[src/hdl/ir_pulse_distance_transmitter_assert.svh]
// Assertion macros for the pulse-distance infrared transmitter.
`ifndef IR_PULSE_DISTANCE_TRANSMITTER_ASSERT_SVH
`define IR_PULSE_DISTANCE_TRANSMITTER_ASSERT_SVH

// Same-cycle implication, checked out of reset.
`define IRPDT_ASSERT_NOW(label, clk, rst_n, cond, conseq) \
    label: assert property (@(posedge clk) disable iff (!rst_n) (cond) |-> (conseq)) \
        else $error("irpdt: same-cycle check failed");

// Next-cycle implication, checked out of reset.
`define IRPDT_ASSERT_NEXT(label, clk, rst_n, cond, conseq) \
    label: assert property (@(posedge clk) disable iff (!rst_n) (cond) |=> (conseq)) \
        else $error("irpdt: next-cycle check failed");

`endif

[src/hdl/irpdt_pkg.sv]
// Shared types and constants for the pulse-distance infrared transmitter.
package irpdt_pkg;

    localparam int IRPDT_FRAME_BITS_DEF     = 32;
    localparam int IRPDT_DURATION_WIDTH_DEF = 20;
    localparam int IRPDT_CARRIER_WIDTH_DEF  = 8;

    localparam int IRPDT_WORD_WIDTH      = 32;
    localparam int IRPDT_CFG_INDEX_WIDTH = 3;

    localparam logic [IRPDT_CFG_INDEX_WIDTH-1:0] IRPDT_REG_CARRIER_TOP     = 3'd0;
    localparam logic [IRPDT_CFG_INDEX_WIDTH-1:0] IRPDT_REG_CARRIER_COMPARE = 3'd1;
    localparam logic [IRPDT_CFG_INDEX_WIDTH-1:0] IRPDT_REG_HEADER_MARK     = 3'd2;
    localparam logic [IRPDT_CFG_INDEX_WIDTH-1:0] IRPDT_REG_HEADER_SPACE    = 3'd3;
    localparam logic [IRPDT_CFG_INDEX_WIDTH-1:0] IRPDT_REG_BIT_MARK        = 3'd4;
    localparam logic [IRPDT_CFG_INDEX_WIDTH-1:0] IRPDT_REG_ONE_SPACE       = 3'd5;
    localparam logic [IRPDT_CFG_INDEX_WIDTH-1:0] IRPDT_REG_ZERO_SPACE      = 3'd6;

    localparam int IRPDT_CARRIER_TOP_RST     = 210;
    localparam int IRPDT_CARRIER_COMPARE_RST = 70;
    localparam int IRPDT_HEADER_MARK_RST     = 40000;
    localparam int IRPDT_HEADER_SPACE_RST    = 40000;
    localparam int IRPDT_BIT_MARK_RST        = 4480;
    localparam int IRPDT_ONE_SPACE_RST       = 12800;
    localparam int IRPDT_ZERO_SPACE_RST      = 4480;

    typedef struct packed {
        logic ir_drive;
        logic envelope;
        logic busy_res;
        logic start_rejected;
    } irpdt_result_t;

endpackage

[src/hdl/irpdt_if.sv]
// Item and result channel interfaces.
interface irpdt_in_if;
    import irpdt_pkg::*;

    logic                        valid;
    logic                        ready;
    logic                        cmd;
    logic [IRPDT_WORD_WIDTH-1:0] frame_word;

    modport source (output valid, output cmd, output frame_word, input ready);
    modport sink   (input valid, input cmd, input frame_word, output ready);
endinterface

interface irpdt_out_if;
    logic valid;
    logic ready;
    logic ir_drive;
    logic envelope;
    logic busy_res;
    logic start_rejected;

    modport source (output valid, output ir_drive, output envelope, output busy_res,
                    output start_rejected, input ready);
    modport sink   (input valid, input ir_drive, input envelope, input busy_res,
                    input start_rejected, output ready);
endinterface

[src/hdl/ir_pulse_distance_transmitter.sv]
// Pulse-distance infrared transmitter, top level.
// Latency: a result beat is valid the cycle after its item is accepted, unless an earlier beat still waits.
// Throughput: one item per cycle while the result buffer has room; the frame state updates in a single pass per item.
// A two-entry result buffer keeps item.ready high while one result waits downstream.
// Reset: asynchronous, active low; frame idle, counters zero, registers at defaults.
module ir_pulse_distance_transmitter #(
    parameter int FRAME_BITS     = irpdt_pkg::IRPDT_FRAME_BITS_DEF,
    parameter int DURATION_WIDTH = irpdt_pkg::IRPDT_DURATION_WIDTH_DEF,
    parameter int CARRIER_WIDTH  = irpdt_pkg::IRPDT_CARRIER_WIDTH_DEF,
    parameter int CFG_WIDTH      = (DURATION_WIDTH > CARRIER_WIDTH) ? DURATION_WIDTH
                                                                    : CARRIER_WIDTH
) (
    input  logic                                        clk,
    input  logic                                        rst_n,
    input  logic                                        cfg_we,
    input  logic [irpdt_pkg::IRPDT_CFG_INDEX_WIDTH-1:0] cfg_index,
    input  logic [CFG_WIDTH-1:0]                        cfg_data,
    irpdt_in_if.sink                                    item,
    irpdt_out_if.source                                 result
);
    import irpdt_pkg::*;

    `include "ir_pulse_distance_transmitter_assert.svh"

    irpdt_result_t result_next;
    logic          push_ready;
    logic          item_fire;

    assign item.ready = push_ready;
    assign item_fire  = item.valid && push_ready;

    irpdt_core #(
        .FRAME_BITS     (FRAME_BITS),
        .DURATION_WIDTH (DURATION_WIDTH),
        .CARRIER_WIDTH  (CARRIER_WIDTH),
        .CFG_WIDTH      (CFG_WIDTH)
    ) u_core (
        .clk         (clk),
        .rst_n       (rst_n),
        .cfg_we      (cfg_we),
        .cfg_index   (cfg_index),
        .cfg_data    (cfg_data),
        .item_fire   (item_fire),
        .cmd         (item.cmd),
        .frame_word  (item.frame_word),
        .result_next (result_next)
    );

    irpdt_outbuf u_outbuf (
        .clk        (clk),
        .rst_n      (rst_n),
        .push_valid (item_fire),
        .push_ready (push_ready),
        .push_data  (result_next),
        .result     (result)
    );

    // a rejected start only happens mid-frame
    `IRPDT_ASSERT_NOW(a_reject_busy, clk, rst_n, result.valid && result.start_rejected,
                      result.busy_res)
    `IRPDT_ASSERT_NOW(a_drive_in_mark, clk, rst_n, result.valid && result.ir_drive,
                      result.envelope)
    `IRPDT_ASSERT_NEXT(a_beat_follows, clk, rst_n, item.valid && item.ready, result.valid)

endmodule

[src/hdl/irpdt_core.sv]
// Frame sequencer, carrier counter and configuration registers.
module irpdt_core #(
    parameter int FRAME_BITS     = irpdt_pkg::IRPDT_FRAME_BITS_DEF,
    parameter int DURATION_WIDTH = irpdt_pkg::IRPDT_DURATION_WIDTH_DEF,
    parameter int CARRIER_WIDTH  = irpdt_pkg::IRPDT_CARRIER_WIDTH_DEF,
    parameter int CFG_WIDTH      = (DURATION_WIDTH > CARRIER_WIDTH) ? DURATION_WIDTH
                                                                    : CARRIER_WIDTH
) (
    input  logic                                        clk,
    input  logic                                        rst_n,
    input  logic                                        cfg_we,
    input  logic [irpdt_pkg::IRPDT_CFG_INDEX_WIDTH-1:0] cfg_index,
    input  logic [CFG_WIDTH-1:0]                        cfg_data,
    input  logic                                        item_fire,
    input  logic                                        cmd,
    input  logic [irpdt_pkg::IRPDT_WORD_WIDTH-1:0]      frame_word,
    output irpdt_pkg::irpdt_result_t                    result_next
);
    import irpdt_pkg::*;

    localparam int BITS_W = $clog2(FRAME_BITS + 1);

    typedef enum logic [2:0] {
        PH_IDLE,
        PH_HDR_MARK,
        PH_HDR_SPACE,
        PH_BIT_MARK,
        PH_BIT_SPACE,
        PH_TRAILER
    } phase_t;

    phase_t                    phase_reg, phase_next;
    logic [DURATION_WIDTH-1:0] seg_reg, seg_next;
    logic [FRAME_BITS-1:0]     shift_reg, shift_next;
    logic [BITS_W-1:0]         bits_left_reg, bits_left_next;
    logic [CARRIER_WIDTH-1:0]  carrier_reg, carrier_next;

    logic [CARRIER_WIDTH-1:0]  top_reg, compare_reg;
    logic [DURATION_WIDTH-1:0] hdr_mark_reg, hdr_space_reg, bit_mark_reg;
    logic [DURATION_WIDTH-1:0] one_space_reg, zero_space_reg;

    logic [DURATION_WIDTH-1:0] seg_len;
    logic [DURATION_WIDTH-1:0] seg_plus;
    logic                      seg_done;
    logic [BITS_W-1:0]         bits_dec;
    logic                      env;

    always_comb
    begin
        case (phase_reg)
            PH_HDR_MARK:  seg_len = hdr_mark_reg;
            PH_HDR_SPACE: seg_len = hdr_space_reg;
            PH_BIT_MARK:  seg_len = bit_mark_reg;
            PH_TRAILER:   seg_len = bit_mark_reg;
            PH_BIT_SPACE: seg_len = shift_reg[FRAME_BITS-1] ? one_space_reg : zero_space_reg;
            default:      seg_len = DURATION_WIDTH'(1);
        endcase
    end

    assign seg_plus = seg_reg + 1'b1;
    // a zero length, or a count that wraps, ends the segment at once
    assign seg_done = (seg_len == '0) || (seg_plus == '0) || (seg_plus >= seg_len);
    assign bits_dec = (bits_left_reg != '0) ? bits_left_reg - 1'b1 : '0;

    always_comb
    begin
        phase_next                 = phase_reg;
        seg_next                   = seg_reg;
        shift_next                 = shift_reg;
        bits_left_next             = bits_left_reg;
        carrier_next               = carrier_reg;
        result_next.start_rejected = 1'b0;
        if (item_fire)
        begin
            if (cmd)
            begin
                if (phase_reg != PH_IDLE)
                begin
                    result_next.start_rejected = 1'b1;
                end
                else
                begin
                    shift_next     = frame_word[FRAME_BITS-1:0];
                    bits_left_next = BITS_W'(FRAME_BITS);
                    seg_next       = '0;
                    phase_next     = PH_HDR_MARK;
                end
            end
            else
            begin
                carrier_next = (carrier_reg >= top_reg) ? '0 : carrier_reg + 1'b1;
                if (phase_reg != PH_IDLE)
                begin
                    if (seg_done)
                    begin
                        seg_next = '0;
                        case (phase_reg)
                            PH_HDR_MARK:  phase_next = PH_HDR_SPACE;
                            PH_HDR_SPACE: phase_next = PH_BIT_MARK;
                            PH_BIT_MARK:  phase_next = PH_BIT_SPACE;
                            PH_BIT_SPACE:
                            begin
                                shift_next     = shift_reg << 1;
                                bits_left_next = bits_dec;
                                phase_next     = (bits_dec != '0) ? PH_BIT_MARK : PH_TRAILER;
                            end
                            default:      phase_next = PH_IDLE;
                        endcase
                    end
                    else
                    begin
                        seg_next = seg_plus;
                    end
                end
            end
        end
        env = (phase_next == PH_HDR_MARK) || (phase_next == PH_BIT_MARK) ||
              (phase_next == PH_TRAILER);
        result_next.envelope = env;
        result_next.ir_drive = env && (carrier_next < compare_reg);
        result_next.busy_res = (phase_next != PH_IDLE);
    end

    always_ff @(posedge clk or negedge rst_n)
    begin
        if (!rst_n)
        begin
            phase_reg      <= PH_IDLE;
            seg_reg        <= '0;
            shift_reg      <= '0;
            bits_left_reg  <= '0;
            carrier_reg    <= '0;
            top_reg        <= CARRIER_WIDTH'(IRPDT_CARRIER_TOP_RST);
            compare_reg    <= CARRIER_WIDTH'(IRPDT_CARRIER_COMPARE_RST);
            hdr_mark_reg   <= DURATION_WIDTH'(IRPDT_HEADER_MARK_RST);
            hdr_space_reg  <= DURATION_WIDTH'(IRPDT_HEADER_SPACE_RST);
            bit_mark_reg   <= DURATION_WIDTH'(IRPDT_BIT_MARK_RST);
            one_space_reg  <= DURATION_WIDTH'(IRPDT_ONE_SPACE_RST);
            zero_space_reg <= DURATION_WIDTH'(IRPDT_ZERO_SPACE_RST);
        end
        else
        begin
            phase_reg     <= phase_next;
            seg_reg       <= seg_next;
            shift_reg     <= shift_next;
            bits_left_reg <= bits_left_next;
            carrier_reg   <= carrier_next;
            if (cfg_we)
            begin
                case (cfg_index)
                    IRPDT_REG_CARRIER_TOP:     top_reg        <= cfg_data[CARRIER_WIDTH-1:0];
                    IRPDT_REG_CARRIER_COMPARE: compare_reg    <= cfg_data[CARRIER_WIDTH-1:0];
                    IRPDT_REG_HEADER_MARK:     hdr_mark_reg   <= cfg_data[DURATION_WIDTH-1:0];
                    IRPDT_REG_HEADER_SPACE:    hdr_space_reg  <= cfg_data[DURATION_WIDTH-1:0];
                    IRPDT_REG_BIT_MARK:        bit_mark_reg   <= cfg_data[DURATION_WIDTH-1:0];
                    IRPDT_REG_ONE_SPACE:       one_space_reg  <= cfg_data[DURATION_WIDTH-1:0];
                    IRPDT_REG_ZERO_SPACE:      zero_space_reg <= cfg_data[DURATION_WIDTH-1:0];
                    default:                   ;
                endcase
            end
        end
    end

endmodule

[src/hdl/irpdt_outbuf.sv]
// Two-entry result buffer; ready is registered and drops only when both entries hold beats.
module irpdt_outbuf (
    input  logic                     clk,
    input  logic                     rst_n,
    input  logic                     push_valid,
    output logic                     push_ready,
    input  irpdt_pkg::irpdt_result_t push_data,
    irpdt_out_if.source              result
);
    import irpdt_pkg::*;

    irpdt_result_t main_reg, main_next;
    irpdt_result_t spare_reg, spare_next;
    logic          main_valid_reg, main_valid_next;
    logic          spare_valid_reg, spare_valid_next;
    logic          push;
    logic          pop;

    assign push_ready = !spare_valid_reg;
    assign push       = push_valid && push_ready;
    assign pop        = main_valid_reg && result.ready;

    always_comb
    begin
        main_next        = main_reg;
        spare_next       = spare_reg;
        main_valid_next  = main_valid_reg;
        spare_valid_next = spare_valid_reg;
        if (!main_valid_reg || pop)
        begin
            if (spare_valid_reg)
            begin
                main_next        = spare_reg;
                main_valid_next  = 1'b1;
                spare_next       = push_data;
                spare_valid_next = push;
            end
            else
            begin
                main_next       = push_data;
                main_valid_next = push;
            end
        end
        else if (push)
        begin
            spare_next       = push_data;
            spare_valid_next = 1'b1;
        end
    end

    always_ff @(posedge clk or negedge rst_n)
    begin
        if (!rst_n)
        begin
            main_valid_reg  <= 1'b0;
            spare_valid_reg <= 1'b0;
        end
        else
        begin
            main_valid_reg  <= main_valid_next;
            spare_valid_reg <= spare_valid_next;
        end
    end

    always_ff @(posedge clk)
    begin
        main_reg  <= main_next;
        spare_reg <= spare_next;
    end

    assign result.valid          = main_valid_reg;
    assign result.ir_drive       = main_reg.ir_drive;
    assign result.envelope       = main_reg.envelope;
    assign result.busy_res       = main_reg.busy_res;
    assign result.start_rejected = main_reg.start_rejected;

endmodule

[src/flat_wrapper.sv]
// flat-port wrapper written by rule: the top's interface ports become plain ports
module ir_pulse_distance_transmitter_flat import irpdt_pkg::*;
#(
    parameter int FRAME_BITS     = irpdt_pkg::IRPDT_FRAME_BITS_DEF,
    parameter int DURATION_WIDTH = irpdt_pkg::IRPDT_DURATION_WIDTH_DEF,
    parameter int CARRIER_WIDTH  = irpdt_pkg::IRPDT_CARRIER_WIDTH_DEF,
    parameter int CFG_WIDTH      = (DURATION_WIDTH > CARRIER_WIDTH) ? DURATION_WIDTH
                                                                    : CARRIER_WIDTH
)
  (clk, rst_n, cfg_we, cfg_index, cfg_data, item_valid, item_cmd, item_frame_word, item_ready, result_valid, result_ir_drive, result_envelope, result_busy_res, result_start_rejected, result_ready);
  irpdt_in_if item_i ();
  irpdt_out_if result_i ();
  input  logic clk;
  input  logic rst_n;
  input  logic cfg_we;
  input  logic [irpdt_pkg::IRPDT_CFG_INDEX_WIDTH-1:0] cfg_index;
  input  logic [CFG_WIDTH-1:0] cfg_data;
  input wire logic [$bits(item_i.valid)-1:0] item_valid;
  input wire logic [$bits(item_i.cmd)-1:0] item_cmd;
  input wire logic [$bits(item_i.frame_word)-1:0] item_frame_word;
  output wire logic [$bits(item_i.ready)-1:0] item_ready;
  output wire logic [$bits(result_i.valid)-1:0] result_valid;
  output wire logic [$bits(result_i.ir_drive)-1:0] result_ir_drive;
  output wire logic [$bits(result_i.envelope)-1:0] result_envelope;
  output wire logic [$bits(result_i.busy_res)-1:0] result_busy_res;
  output wire logic [$bits(result_i.start_rejected)-1:0] result_start_rejected;
  input wire logic [$bits(result_i.ready)-1:0] result_ready;
  assign item_i.valid = item_valid;
  assign item_i.cmd = item_cmd;
  assign item_i.frame_word = item_frame_word;
  assign item_ready = item_i.ready;
  assign result_valid = result_i.valid;
  assign result_ir_drive = result_i.ir_drive;
  assign result_envelope = result_i.envelope;
  assign result_busy_res = result_i.busy_res;
  assign result_start_rejected = result_i.start_rejected;
  assign result_i.ready = result_ready;
  ir_pulse_distance_transmitter #(.FRAME_BITS(FRAME_BITS), .DURATION_WIDTH(DURATION_WIDTH), .CARRIER_WIDTH(CARRIER_WIDTH), .CFG_WIDTH(CFG_WIDTH)) u_core (.clk(clk), .rst_n(rst_n), .cfg_we(cfg_we), .cfg_index(cfg_index), .cfg_data(cfg_data), .item(item_i), .result(result_i));
endmodule
[config.mk]
export PLATFORM = sky130hd
export DESIGN_NAME = ir_pulse_distance_transmitter_flat
export DESIGN_NICKNAME = d
export VERILOG_FILES = /design/src/hdl/irpdt_pkg.sv /design/src/hdl/irpdt_if.sv /design/src/hdl/ir_pulse_distance_transmitter.sv /design/src/hdl/irpdt_core.sv /design/src/hdl/irpdt_outbuf.sv /design/src/flat_wrapper.sv
export VERILOG_INCLUDE_DIRS = /design/src /design/src/hdl
export SDC_FILE = /design/constraint.sdc
export NUM_CORES = 1
export LEC_CHECK = 0
export BUFFER_PORTS_ARGS = -buffer_cell sky130_fd_sc_hd__buf_2
export CAP_MARGIN = 5
export CORE_MARGIN = 10
export CORE_UTILIZATION = 61
export DETAILED_ROUTE_END_ITERATION = 6
export PLACE_DENSITY = 0.8
export SKIP_CTS_REPAIR_TIMING = 1
export SYNTH_ARGS = -nofsm -noshare
export SYNTH_HDL_FRONTEND = slang
export SYNTH_HIERARCHICAL = 1
export SYNTH_SLANG_ARGS = --single-unit
[constraint.sdc]
create_clock -name clk -period 5.9 [get_ports clk]
set_input_delay 0.295 -clock clk [delete_from_list [all_inputs] [get_ports clk]]
set_output_delay 0.295 -clock clk [all_outputs]
set_load 0.01 [all_outputs]
# Word level (Yosys, flattened, before mapping)
# Index checks and enable logic that the tools add are counted.
# totals
out_inout_bits	6
in_bits	61
word_cells	115
regBits	195
# op_classes
reduce_logical	33
addsub	3
eq_ne	16
magnitude_cmp	3
n_mux	38
# ops
cell	count
$mux W32	5
$mux W20	5
$pmux W20 S4	1
$logic_not A20 Y1	2
$mux W6	6
$mux W8	3
$add A20 B1 Y20 const B	1
$ge A20 B20 Y1	1
$eq A3 B3 Y1 const B	6
$mux W3	6
$mux W4	4
$reduce_and A2 Y1	8
$eq A3 B2 Y1 const B	5
$pmux W3 S4	1
$reduce_bool A6 Y1	2
$eq A3 B1 Y1 const B	3
$add A8 B1 Y8 const B	1
$ge A8 B8 Y1	1
$lt A8 B8 Y1	1
$reduce_bool A2 Y1	4
$mux W1	7
$reduce_bool A3 Y1	2
$sub A6 B1 Y6 const B	1
$logic_or A1 B1 Y1	5
other kinds (7)	12

# Longest topological paths before layout
# Gate-level depths: netlist of run 1.
# depth
depth_word	16
depth_mapped	19
depth_no_buf	19

# Cells and area by module
# The synthesis of run 1 kept the hierarchy.
# by_module_without_submodules
module	instances	cells_per_inst	area_each_um2	seq_area_each_um2
irpdt_core	1	945	10392.5	4662.0
irpdt_outbuf	1	22	399.1	290.3
ir_pulse_distance_transmitter	1	1	6.3	0.0

# Least setup slack after synthesis of run 1
# OpenSTA, ideal clock, no wires.
# synth_timing
path_kind	register -> register
from	reg u_core.u_core.phase_reg[2]
to	reg u_core.u_outbuf.main_reg, in the netlist u_core/u_outbuf/result.busy_res, data pin
stages_incl_launch_ff	17
slack_ps	1748
required_ps	5640
synth_period_minus_slack_ps	4152
arrival_ps	3892
cell_sequence	dfrtp_1 clkbuf_1 buf_1 clkbuf_1 a21bo_2 o21ai_0 ha_1 a21o_1 a21o_1 a21oi_1 o31ai_1 o2111a_1 o31ai_1 nand3_1 a41o_1 nand4bb_1 mux2_4
# synth_lines
item	line_no	rtl
from (decl)	irpdt_core.sv:32	phase_t phase_reg, phase_next;
from (signal assigned)	irpdt_core.sv:143	phase_reg <= phase_next;
to (signal assigned)	irpdt_outbuf.sv:67	main_reg <= main_next;
to (decl)	irpdt_outbuf.sv:12	irpdt_result_t main_reg, main_next;

# Worst setup path in the final report of run 1
# layout_timing
from	reg u_core.u_core.phase_reg[1]
to	reg u_core.u_core.seg_reg[6]
# layout_via
elab_chain_len	9
word_cells_on_any_way	18
classes_between	order compare: 1; eq/ne: 6; mux: 4; reduce/logical: 7
# layout_lines
item	line_no	rtl
parallel branches: the longest is 9 deep, another holds $ge A20 B20 Y1	--	
to (signal assigned)	irpdt_core.sv:144	seg_reg <= seg_next;
to (decl)	irpdt_core.sv:33	logic [DURATION_WIDTH-1:0] seg_reg, seg_next;
# Parallel ways; which one is timed is not known. The select of a mux whose other input is x is not followed.
# A chain may end at the register's enable or synchronous reset.

==> run metrics, run 1 <==
area added between synthesis and finish=9.51%; worst vdd rail ir drop=0.233 mV; async set-reset flop share out of synthesis=95.9%; global router's overall resource usage=20.0%; clock buffers created by TritonCTS=17; Final setup violation count=0; failing checks=negative hold slack; final period demand of the worst path=5.20 ns; Horiz. Die Dim=153 µm; fraction of the cycle the final worst path needs=88.1%; total number of clock tree sinks=195; category of the worst setup path launch point=flip-flop; detailed placement HPWL=16,100 µm; measured slew at the worst slew-check pin=0.994 ns; Largest register FFs=32; clock tree root driver cell=sky130_fd_sc_hd__clkbuf_16; full die area=23,400 µm²; most common library cells after synthesis=sky130_fd_sc_hd__dfrtp_1 (161), sky130_fd_sc_hd__mux2_2 (138), sky130_fd_sc_hd__nand2_1 (85); iteration count of the initial detailed-routing pass=5; worst path setup slack after routing=0.700 ns; net count reported at finish=1,111; category of the worst setup path capture point=flip-flop; number of nets produced by synthesis=1,069; data required time of the critical path=6.27 ns; highest net fanout along the worst path=31; clock buffer depth=2; insertion delay of the later-clocked pin in the worst-skew pair=0.44 ns; outcome=finished with violations; Tightest Hold Check Type=in -> async; unrepaired setup endpoints after global routing=no; Antenna Violating Nets Remaining=0; number of library cell types mapped by synthesis=70; Final TNS setup=0 ns; Seq pwr share=44.9%; WL per Instance=19.1 µm; most frequent cell after synthesis=sky130_fd_sc_hd__dfrtp_1; Fillers=1,316; critical path data arrival time=5.57 ns; Power per Cell Area=365 nW/µm²; count of input and output buffers=66; number of synthesized flops with an enable pin=8; worst slack after detailed placement=0.926 ns; pin count of the biggest net entering global routing=118; area of the mapped netlist=10,800 µm²; upper clock frequency limit=192 MHz; critical setup path kind=reg -> reg; Seq/Total Area, Yosys=45.9%; Die Y=153 µm; drt first-iter violations=644; main flop type after synthesis=sky130_fd_sc_hd__dfrtp_1; cell leakage power=5.39 nW; cell internal pwr=2.93 mW; post-synthesis cell count=968; initial antenna violation count=1; clock network fraction of total power=25.3%; fraction of layout cells with a size suffix above 1=32.0%; RD Place Congestion=0.919; I/O pin cnt=67; placeable core region=17,300 µm²; Reg clk slew, reported paths=0.07 ns; Yosys Warn Count=6; Final Hold Fails=4; Switching Share=32.0%; total number of vias=7,602; Initial Util=62.4%; DR vias/cell=6.09; cell types with the largest area share after synthesis=sky130_fd_sc_hd__dfrtp_1 (37%), sky130_fd_sc_hd__mux2_2 (14%), sky130_fd_sc_hd__dfstp_2 (6.3%), sky130_fd_sc_hd__ha_1 (4.6%), sky130_fd_sc_hd__mux2_4 (4.4%); CTS tree=yes; Combinational Power Share=29.7%; flip-flop and latch count after synthesis=195; final wirelength=23,900 µm; hold_ws=-0.0260 ns; number of global-route vias before repair=7,603; worst max-slew margin expressed relative to the limit=33.7%; Final Power=4.31 mW; cell type contributing the most total cell area after synthesis=sky130_fd_sc_hd__dfrtp_1; total count of max-transition violations in the final report=0; area share of the largest cell type after synthesis=37.3%; level count of the clock H-tree=4; DRC violation count after routing=0; GR Overflow Total=0; std cell rows=48; number of maximum-capacitance constraint violations=0; syn avg cell area=11.2 µm²; setup skew after layout=0.0188 ns; first-pass GRT wire length=39,000 µm; switching power total=1.38 mW
-- power by group through the flow --
stage / sequential [mW] / combinational [mW] / clock, mW
6_report: 1.94 / 1.28 / 1.09
5_1_grt: 1.98 / 1.41 / 1.16
4_1_cts: 1.93 / 1.27 / 1.11
3_5_place_dp: 1.95 / 1.26 / 0
3_3_place_gp: 1.94 / 1.21 / 0
2_1_floorplan: 1.82 / 1.03 / 0
-- critical path: stages (launching register included) --
cell and delay, ns:
sky130_fd_sc_hd__dfrtp_2 0.84, sky130_fd_sc_hd__nor2b_1 0.54, sky130_fd_sc_hd__a22oi_1 0.18, sky130_fd_sc_hd__o211a_1 0.25, sky130_fd_sc_hd__ha_1 0.32, sky130_fd_sc_hd__a211oi_1 0.22
sky130_fd_sc_hd__o21ai_0 0.12, sky130_fd_sc_hd__a21oi_1 0.15, sky130_fd_sc_hd__o31ai_1 0.09, sky130_fd_sc_hd__o2111a_1 0.24, sky130_fd_sc_hd__o31ai_1 0.60, sky130_fd_sc_hd__nand4_1 0.89
sky130_fd_sc_hd__nor4_1 0.54, sky130_fd_sc_hd__a21o_1 0.12
-- final timing paths --
check                                                     startpoint                                    endpoint  slack (ns)  depth (start not counted)
worst max register to register  u_core/u_core/phase_reg[1]$_DFF_PN0_        u_core/u_core/seg_reg[6]$_DFFE_PN0P_        0.70                         13
min in group clk                                        cfg_data[14]  u_core/u_core/bit_mark_reg[14]$_DFFE_PN0P_        0.15                          2
worst min register to register  u_core/u_core/top_reg[7]$_DFFE_PN1P_        u_core/u_core/top_reg[7]$_DFFE_PN1P_        0.50                          2
max in group asynchronous                                      rst_n  u_core/u_core/bits_left_reg[0]$_DFFE_PN0P_        4.45                          2
worst min-delay path                                           rst_n  u_core/u_core/one_space_reg[8]$_DFFE_PN0P_       -0.03                          1
worst max-delay path            u_core/u_core/phase_reg[1]$_DFF_PN0_        u_core/u_core/seg_reg[6]$_DFFE_PN0P_        0.70                         13
-- metrics by stage --
| stage | cell area, µm² | utilization [%] | std cells |
|---|---|---|---|
| after detailed placement | 11300 | 65.2 | 1216 |
| after global placement | 11300 | 65.2 | 1216 |
| final | 11800 | 68.4 | 1249 |
| after floorplan | 10800 | - | 968 |
| after global routing | 11800 | 68.4 | 1249 |
| after CTS | 11800 | 68.4 | 1248 |
-- cell usage in the layout, fill, tap and decap left out, drive strengths merged, types with 12 or more instances in the layout --
| cell type | Yosys | final |
|---|---|---|
| ha | 40 | 40 |
| nand2b | 18 | 18 |
| xnor2 | 15 | 15 |
| a21oi | 42 | 42 |
| inv | 37 | 41 |
| a211oi | 16 | 16 |
| dfstp | 26 | 26 |
| nor2 | 29 | 29 |
| dfrtp | 161 | 161 |
| mux2 | 170 | 170 |
| nor3 | 18 | 18 |
| buf | 22 | 80 |
| mux2i | 39 | 39 |
| nand3 | 19 | 19 |
| nand4 | 12 | 12 |
| nand2 | 85 | 85 |
| clkbuf | 36 | 23 |
| o21ai | 65 | 65 |
-- logic make-up after synthesis --
family,after synthesis,share of synthesized area (%)
buffers and inverters,95,3.74
adders and majority gates,40,4.63
DFF,195,45.9
AOI/OAI and AO/OA,182,10.9
xor gates and xnor gates,24,1.95
and+or+nand+nor,223,10.4
muxes,209,22.5
-- layout make-up --
class	count	area [µm²]	share of cell area [%]
antenna	1	2.50	0.0212
tap	225	282	2.38
multi-input combinational	678	5450	46.1
timing repair buffer	81	452	3.82
clock inverter	10	100	0.846
inverter	37	139	1.17
clock buffer	22	444	3.76
sequential	195	4950	41.9
-- layer usage --
metal | part of all wire (%) | routed length (µm) | GRT usage, % | vias to the layer above
li1 | - | - | - | 3563
met1 | 45 | 10800 | 26.1 | 3832
met2 | 50 | 11900 | 33.1 | 176
met3 | 3.5 | 845 | 3.45 | 31
met4 | 1.5 | 361 | 5.86 | 0
met5 | 0 | 0 | 0 | -
(Power assumes the default switching activity.)
==> inputs of run 2 (changes only) <==
- CORE_UTILIZATION: 61 -> 50
- PLACE_DENSITY: 0.8 -> 0.68
==> run 2 against run 1 <==
Die area increased by 19%. Clock power increased by 10%. Via count decreased by 2.5%. Sequential power barely moved. Largest power group unchanged. Fmax grew 12%. Critical path depth up 2. Register-to-register slack better by 0.54 ns. Setup slack improved by 0.54 ns. Wire length fell by 1.9%. First-iteration DRC count shrank 8.9%. The flow still finishes with violations (negative hold slack).
==> run metrics, run 2 (synthesis results as in run 1) <==
outcome=finished with violations; failing checks=negative hold slack; std cell rows=53 (+10%); number of global-route vias before repair=7,378 (-3.0%); clock buffers created by TritonCTS=17 (unchanged); category of the worst setup path capture point=flip-flop; area of all sequential standard cells=4950 µm² (unchanged); initial antenna violation count=1 (unchanged); placeable core region=21,200 µm² (+22%); number of maximum-capacitance constraint violations=0 (unchanged); CTS tree=yes; Placed Instance Area=11,400 µm² (+0.69%); data required time of the critical path=6.21 ns (-0.06 ns); upper clock frequency limit=215 MHz (+12%); WL per Instance=18.0 µm (-5.9%); net count reported at finish=1,113 (+0.18%); total count of max-transition violations in the final report=0 (unchanged); critical path, cell by cell=nor2b_1 -> a22oi_1 -> o211a_1 -> ha_1 -> a211oi_1 -> o21ai_0 -> a21oi_1 -> o31ai_1 -> o2111a_1 -> o31ai_1 -> buf_4 -> a311oi_4 -> o21ai_4 -> buf_4 -> mux2_2; Die Y=167 µm (+9.1%); worst path setup slack after routing=1.24 ns (+0.545 ns); Tightest Hold Check Type=in -> async; fraction of the cycle the final worst path needs=78.9% (-9.2 points); highest net fanout along the worst path=33 (+6.5%); drt first-iter violations=587 (-8.9%); Final TNS setup=0 ns (unchanged); hold_ws=-0.0283 ns (-0.00229 ns); Final Hold Fails=28 (+24); unrepaired setup endpoints after global routing=no; Final setup violation count=0 (unchanged); area taken by multi-input logic gates=5450 µm² (unchanged); clock buffer depth=2 (unchanged); cell leakage power=5.45 nW (+1.1%); Power per Cell Area=367 nW/µm² (+0.71%); DRC violation count after routing=0 (unchanged); insertion delay of the later-clocked pin in the worst-skew pair=0.44 ns (about the same); worst vdd rail ir drop=0.214 mV (-8.3%); I/O pin cnt=67 (unchanged); global router's overall resource usage=16.7% (-3.3 points); most common cell after layout, fill and taps aside=sky130_fd_sc_hd__dfrtp_1; clock tree root driver cell=sky130_fd_sc_hd__clkbuf_16; final period demand of the worst path=4.66 ns (-0.545 ns); top library cells by usage in the layout, fill and taps aside=sky130_fd_sc_hd__dfrtp_1 (159), sky130_fd_sc_hd__mux2_2 (138), sky130_fd_sc_hd__nand2_1 (85); RD Place Congestion=0.877 (-4.5%); critical setup path kind=reg -> reg; Largest register FFs=32 (unchanged); count of input and output buffers=66 (unchanged); level count of the clock H-tree=4 (unchanged); DR vias/cell=5.70 (-6.4%); Final Power=4.40 mW (+1.9%); GR Overflow Total=0 (unchanged); pin count of the biggest net entering global routing=110 (-6.8%); final wirelength=23,500 µm (-1.9%); Fillers=1,773 (+35%); first-pass GRT wire length=38,700 µm (-0.80%); worst slack after detailed placement=1.29 ns (+0.368 ns); detailed placement HPWL=16,200 µm (+0.91%); fraction of layout cells with a size suffix above 1=32.3% (+0.33 points); area added between synthesis and finish=10.8%; count of buffering cells on the critical path with inverters included=2 (+2); measured slew at the worst slew-check pin=0.995 ns (+0.000967 ns); Layout Cell Area excl Fill=12,000 µm² (+1.1%); Antenna Violating Nets Remaining=0 (unchanged); Slowest Stage Delay on Critical Path=0.74 ns (-0.15 ns); gate family responsible for the most delay along the worst path=compound AO/OA/AOI/OAI gates; full die area=27,900 µm² (+19%); total number of clock tree sinks=195 (unchanged); category of the worst setup path launch point=flip-flop; setup skew after layout=0.0147 ns (-0.00407 ns); Reg clk slew, reported paths=0.08 ns (about the same); critical path data arrival time=4.97 ns (-0.60 ns); Initial Util=51.0% (-11 points); Horiz. Die Dim=167 µm (+9.1%); total number of vias=7,412 (-2.5%); iteration count of the initial detailed-routing pass=6 (+1); worst max-slew margin expressed relative to the limit=33.7% (-0.064 points); critical-path cell with the highest stage delay=sky130_fd_sc_hd__dfrtp_2
## run 2: cell count changes in the layout (fill, tap and decap cells not counted), moves of 2 or more
cell                         change
sky130_fd_sc_hd__buf_4           +2
sky130_fd_sc_hd__clkbuf_1        -2
sky130_fd_sc_hd__bufinv_16       +2
sky130_fd_sc_hd__clkinvlp_4      -5
sky130_fd_sc_hd__clkinv_2        +3
## run 2: metrics by stage
stage | util, % | std cells | hold slack, ns
after floorplan | - | 968 | -0.000591
after global placement | 53.7 | 1268 | 0.481
after detailed placement | 53.7 | 1268 | 0.483
after CTS | 56.5 | 1300 | 0.00584
after global routing | 56.5 | 1300 | 0.0155
final | 56.5 | 1301 | -0.0283
## run 2: path summary, 6_finish.rpt
check                                                             from                                    endpoint  slack [ns]  depth (start not counted)
worst min-delay path                                             rst_n  u_core/u_core/hdr_space_reg[8]$_DFFE_PN0P_       -0.03                          1
worst min register to register  u_core/u_core/shift_reg[0]$_DFFE_PN0P_      u_core/u_core/shift_reg[0]$_DFFE_PN0P_        0.50                          1
worst max register to register    u_core/u_core/phase_reg[1]$_DFF_PN0_      u_core/u_core/shift_reg[2]$_DFFE_PN0P_        1.24                         15
max in group asynchronous                                        rst_n     u_core/u_core/shift_reg[25]$_DFFE_PN0P_        4.41                          2
worst max-delay path              u_core/u_core/phase_reg[1]$_DFF_PN0_      u_core/u_core/shift_reg[2]$_DFFE_PN0P_        1.24                         15
min in group clk                                    item_frame_word[0]      u_core/u_core/shift_reg[0]$_DFFE_PN0P_        0.14                          2
## run 2: layout make-up
class	instances	area share, %
timing repair buffer	83	3.90
sequential	195	41.4
inverter	37	1.16
clock buffer	21	3.77
clock inverter	11	1.27
tap	275	2.88
antenna	1	0.0209
multi-input combinational	678	45.6
## run 2: layer usage
metal | share of wire, % | global-route usage [%] | routed length, µm
met3 | 3.4 | 2.87 | 794
met2 | 47 | 26.3 | 11000
met1 | 48 | 22.7 | 11300
met5 | 0 | 0 | 0
met4 | 1.6 | 5.69 | 369
## run 2: power breakdown
part	total (mW)	internal [mW]	switching, mW
logic	1.28	0.667	0.610
registers	1.91	1.68	0.236
clock network	1.20	0.685	0.520
==> inputs of run 3 (changes only) <==
- PLACE_DENSITY: 0.68 -> 0.7
- clock period: 5.9 -> 3.9 ns (I/O delays scaled with it)
==> run 3 against run 2 <==
The run ends with negative setup slack left. Non-clock buffer count grew 89. Sequential share of layout area shrank 3.5 points. Cell area grew 9.4%. Critical endpoint is now u_core/u_core/shift_reg[13]$_DFFE_PN0P_.
==> run metrics, run 3 (synthesis results as in run 1) <==
top library cells by usage in the layout, fill and taps aside=sky130_fd_sc_hd__dfrtp_1 (156), sky130_fd_sc_hd__mux2_2 (135), sky130_fd_sc_hd__buf_4 (88); clock buffers created by TritonCTS=17 (unchanged); most prevalent standard cell on the critical path=sky130_fd_sc_hd__buf_4; detailed placement HPWL=17,200 µm (+6.1%); Slowest Stage Delay on Critical Path=0.41 ns (-0.33 ns); drt first-iter violations=555 (-5.5%); total number of clock tree sinks=195 (unchanged); count of buffering cells on the critical path with inverters included=4 (+2); full die area=27,900 µm² (unchanged); Reg clk slew, reported paths=0.08 ns (about the same); clock tree root driver cell=sky130_fd_sc_hd__clkbuf_16; critical setup path kind=reg -> reg; category of the worst setup path capture point=flip-flop; worst hold stages=2; highest net fanout along the worst path=6 (-82%); pin count of the biggest net entering global routing=124 (+13%); most common cell after layout, fill and taps aside=sky130_fd_sc_hd__dfrtp_1; clock network fraction of total power=24.7% (-2.7 points); DR vias/cell=5.64 (-1.0%); DRC violation count after routing=0 (unchanged); level count of the clock H-tree=4 (unchanged); Initial Util=51.0% (unchanged); total number of vias=7,840 (+5.8%); critical path data arrival time=4.25 ns (-0.72 ns); I/O pin cnt=67 (unchanged); cell count along the critical path=16 (+1); Seq pwr share=40.1% (-3.4 points); failing checks=negative setup slack; iteration count of the initial detailed-routing pass=5 (-1); Tightest Hold Check Type=in -> reg; net count reported at finish=1,202 (+8.0%); hold_ws=0.0203 ns (+0.0486 ns); insertion delay of the later-clocked pin in the worst-skew pair=0.44 ns (about the same); worst path setup slack after routing=-0.0153 ns (-1.26 ns); cell leakage power=6.03 nW (+11%); first-pass GRT wire length=40,200 µm (+3.8%); CTS tree=yes; reg2reg setup slack=-0.02 ns (-1.26 ns); Die Y=167 µm (unchanged); switching power total=2.34 mW (+71%); cells on worst reg2reg path=16 (+1); Final setup violation count=12 (+12); data required time of the critical path=4.23 ns (-1.98 ns); number of global-route vias before repair=7,817 (+6.0%); Largest register FFs=32 (unchanged); std cell rows=53 (unchanged); upper clock frequency limit=255 MHz (+19%); number of maximum-capacitance constraint violations=0 (unchanged); endpoint of the worst register-to-register path=u_core/u_core/shift_reg[13]$_DFFE_PN0P_; start point of the worst hold path=item_frame_word[0]; Antenna Violating Nets Remaining=0 (unchanged); category of the worst setup path launch point=flip-flop; final period demand of the worst path=3.92 ns (-0.740 ns); count of input and output buffers=66 (unchanged); critical path, cell by cell=nand4_4 -> buf_4 -> nor4_4 -> xor2_1 -> ha_1 -> a21o_1 -> a21oi_2 -> o31ai_2 -> o2111a_1 -> o31ai_4 -> buf_4 -> a311oi_4 -> o21ai_4 -> buf_12 -> clkbuf_16 -> mux2_4; placeable core region=21,200 µm² (unchanged); WL per Instance=18.5 µm (+2.8%); measured slew at the worst slew-check pin=1.01 ns (+0.0130 ns); worst vdd rail ir drop=0.412 mV (+92%); fraction of the cycle the final worst path needs=100% (+21 points); worst-case hold path end point=u_core/u_core/shift_reg[0]$_DFFE_PN0P_; global router's overall resource usage=17.3% (+0.64 points); final wirelength=25,800 µm (+9.9%); unrepaired setup endpoints after global routing=yes; total count of max-transition violations in the final report=0 (unchanged); gate family responsible for the most delay along the worst path=compound AO/OA/AOI/OAI gates; initial antenna violation count=1 (unchanged); worst max-slew margin expressed relative to the limit=32.8% (-0.87 points); fraction of layout cells with a size suffix above 1=42.3% (+10 points); worst slack after detailed placement=-0.109 ns (-1.40 ns); outcome=finished with violations; cell internal pwr=4.76 mW (+57%); Horiz. Die Dim=167 µm (unchanged); critical-path cell with the highest stage delay=sky130_fd_sc_hd__dfrtp_1; clock buffer depth=2 (unchanged); RD Place Congestion=0.869 (-0.86%); area added between synthesis and finish=21.2%; GR Overflow Total=0 (unchanged); Final Hold Fails=0 (-100%); Power per Cell Area=542 nW/µm² (+48%); Combinational Power Share=35.2% (+6.2 points); FF-to-FF Start=u_core/u_core/seg_reg[3]$_DFFE_PN0P_; Switching Share=33.0% (+1.9 points); setup skew after layout=0.0130 ns (-0.00175 ns)
[run 3: power by group through the flow]
stage          combinational [mW]  sequential (mW)  clock [mW]
2_1_floorplan                1.56             2.75           0
3_3_place_gp                 2.15             2.84           0
4_1_cts                      2.22             2.82        1.79
3_5_place_dp                 2.20             2.86           0
5_1_grt                      2.72             2.91        1.88
6_report                     2.50             2.85        1.75
[run 3: how the worst max path moves through the flow]
stage,end,slack [ns],startpoint
2_1_floorplan,u_core/u_outbuf/result.busy_res$_DFFE_PP_,0.03,u_core/u_core/phase_reg[2]$_DFF_PN0_
3_3_place_gp,u_core/u_outbuf/result.busy_res$_DFFE_PP_,-0.02,u_core/u_core/seg_reg[0]$_DFFE_PN0P_
3_5_place_dp,u_core/u_outbuf/result.busy_res$_DFFE_PP_,-0.11,u_core/u_core/phase_reg[0]$_DFF_PN0_
4_1_cts,u_core/u_outbuf/result.busy_res$_DFFE_PP_,-0.17,u_core/u_core/phase_reg[0]$_DFF_PN0_
5_1_grt,u_core/u_core/shift_reg[3]$_DFFE_PN0P_,-0.15,u_core/u_core/seg_reg[3]$_DFFE_PN0P_
6_report,u_core/u_core/shift_reg[13]$_DFFE_PN0P_,-0.02,u_core/u_core/seg_reg[3]$_DFFE_PN0P_
[run 3: area by class of cell]
type | count | area [µm²]
Fill cell | 1661 | 8070
Multi-Input combinational cell | 678 | 5730
Sequential cell | 195 | 4960
Timing Repair Buffer | 172 | 1310
Clock buffer | 18 | 439
Tap cell | 275 | 344
Clock inverter | 14 | 160
Inverter | 37 | 143
Antenna cell | 1 | 2.50
[run 3: through the flow]
stage	cell area (µm²)	setup TNS (ns)	instances	power, mW	utilization, %
detailed placement	11900	-0.115	1330	5.06	56.1
floorplan	10800	0	968	4.32	-
finish	13100	-0.0862	1390	7.10	61.9
CTS	12500	-1.12	1362	6.84	59.0
global placement	11900	-0.0239	1330	4.99	56.1
global route	13100	-4.48	1389	7.52	61.9
[run 3: layer usage]
layer	vias up	track usage, %	share of wire (%)	routed length [µm]
li1	3748	-	-	-
met1	3894	22.4	45	11600
met2	174	28.8	50	12900
met3	24	3.22	3.9	1000
met4	0	5.12	1.3	329
met5	-	0	0	0
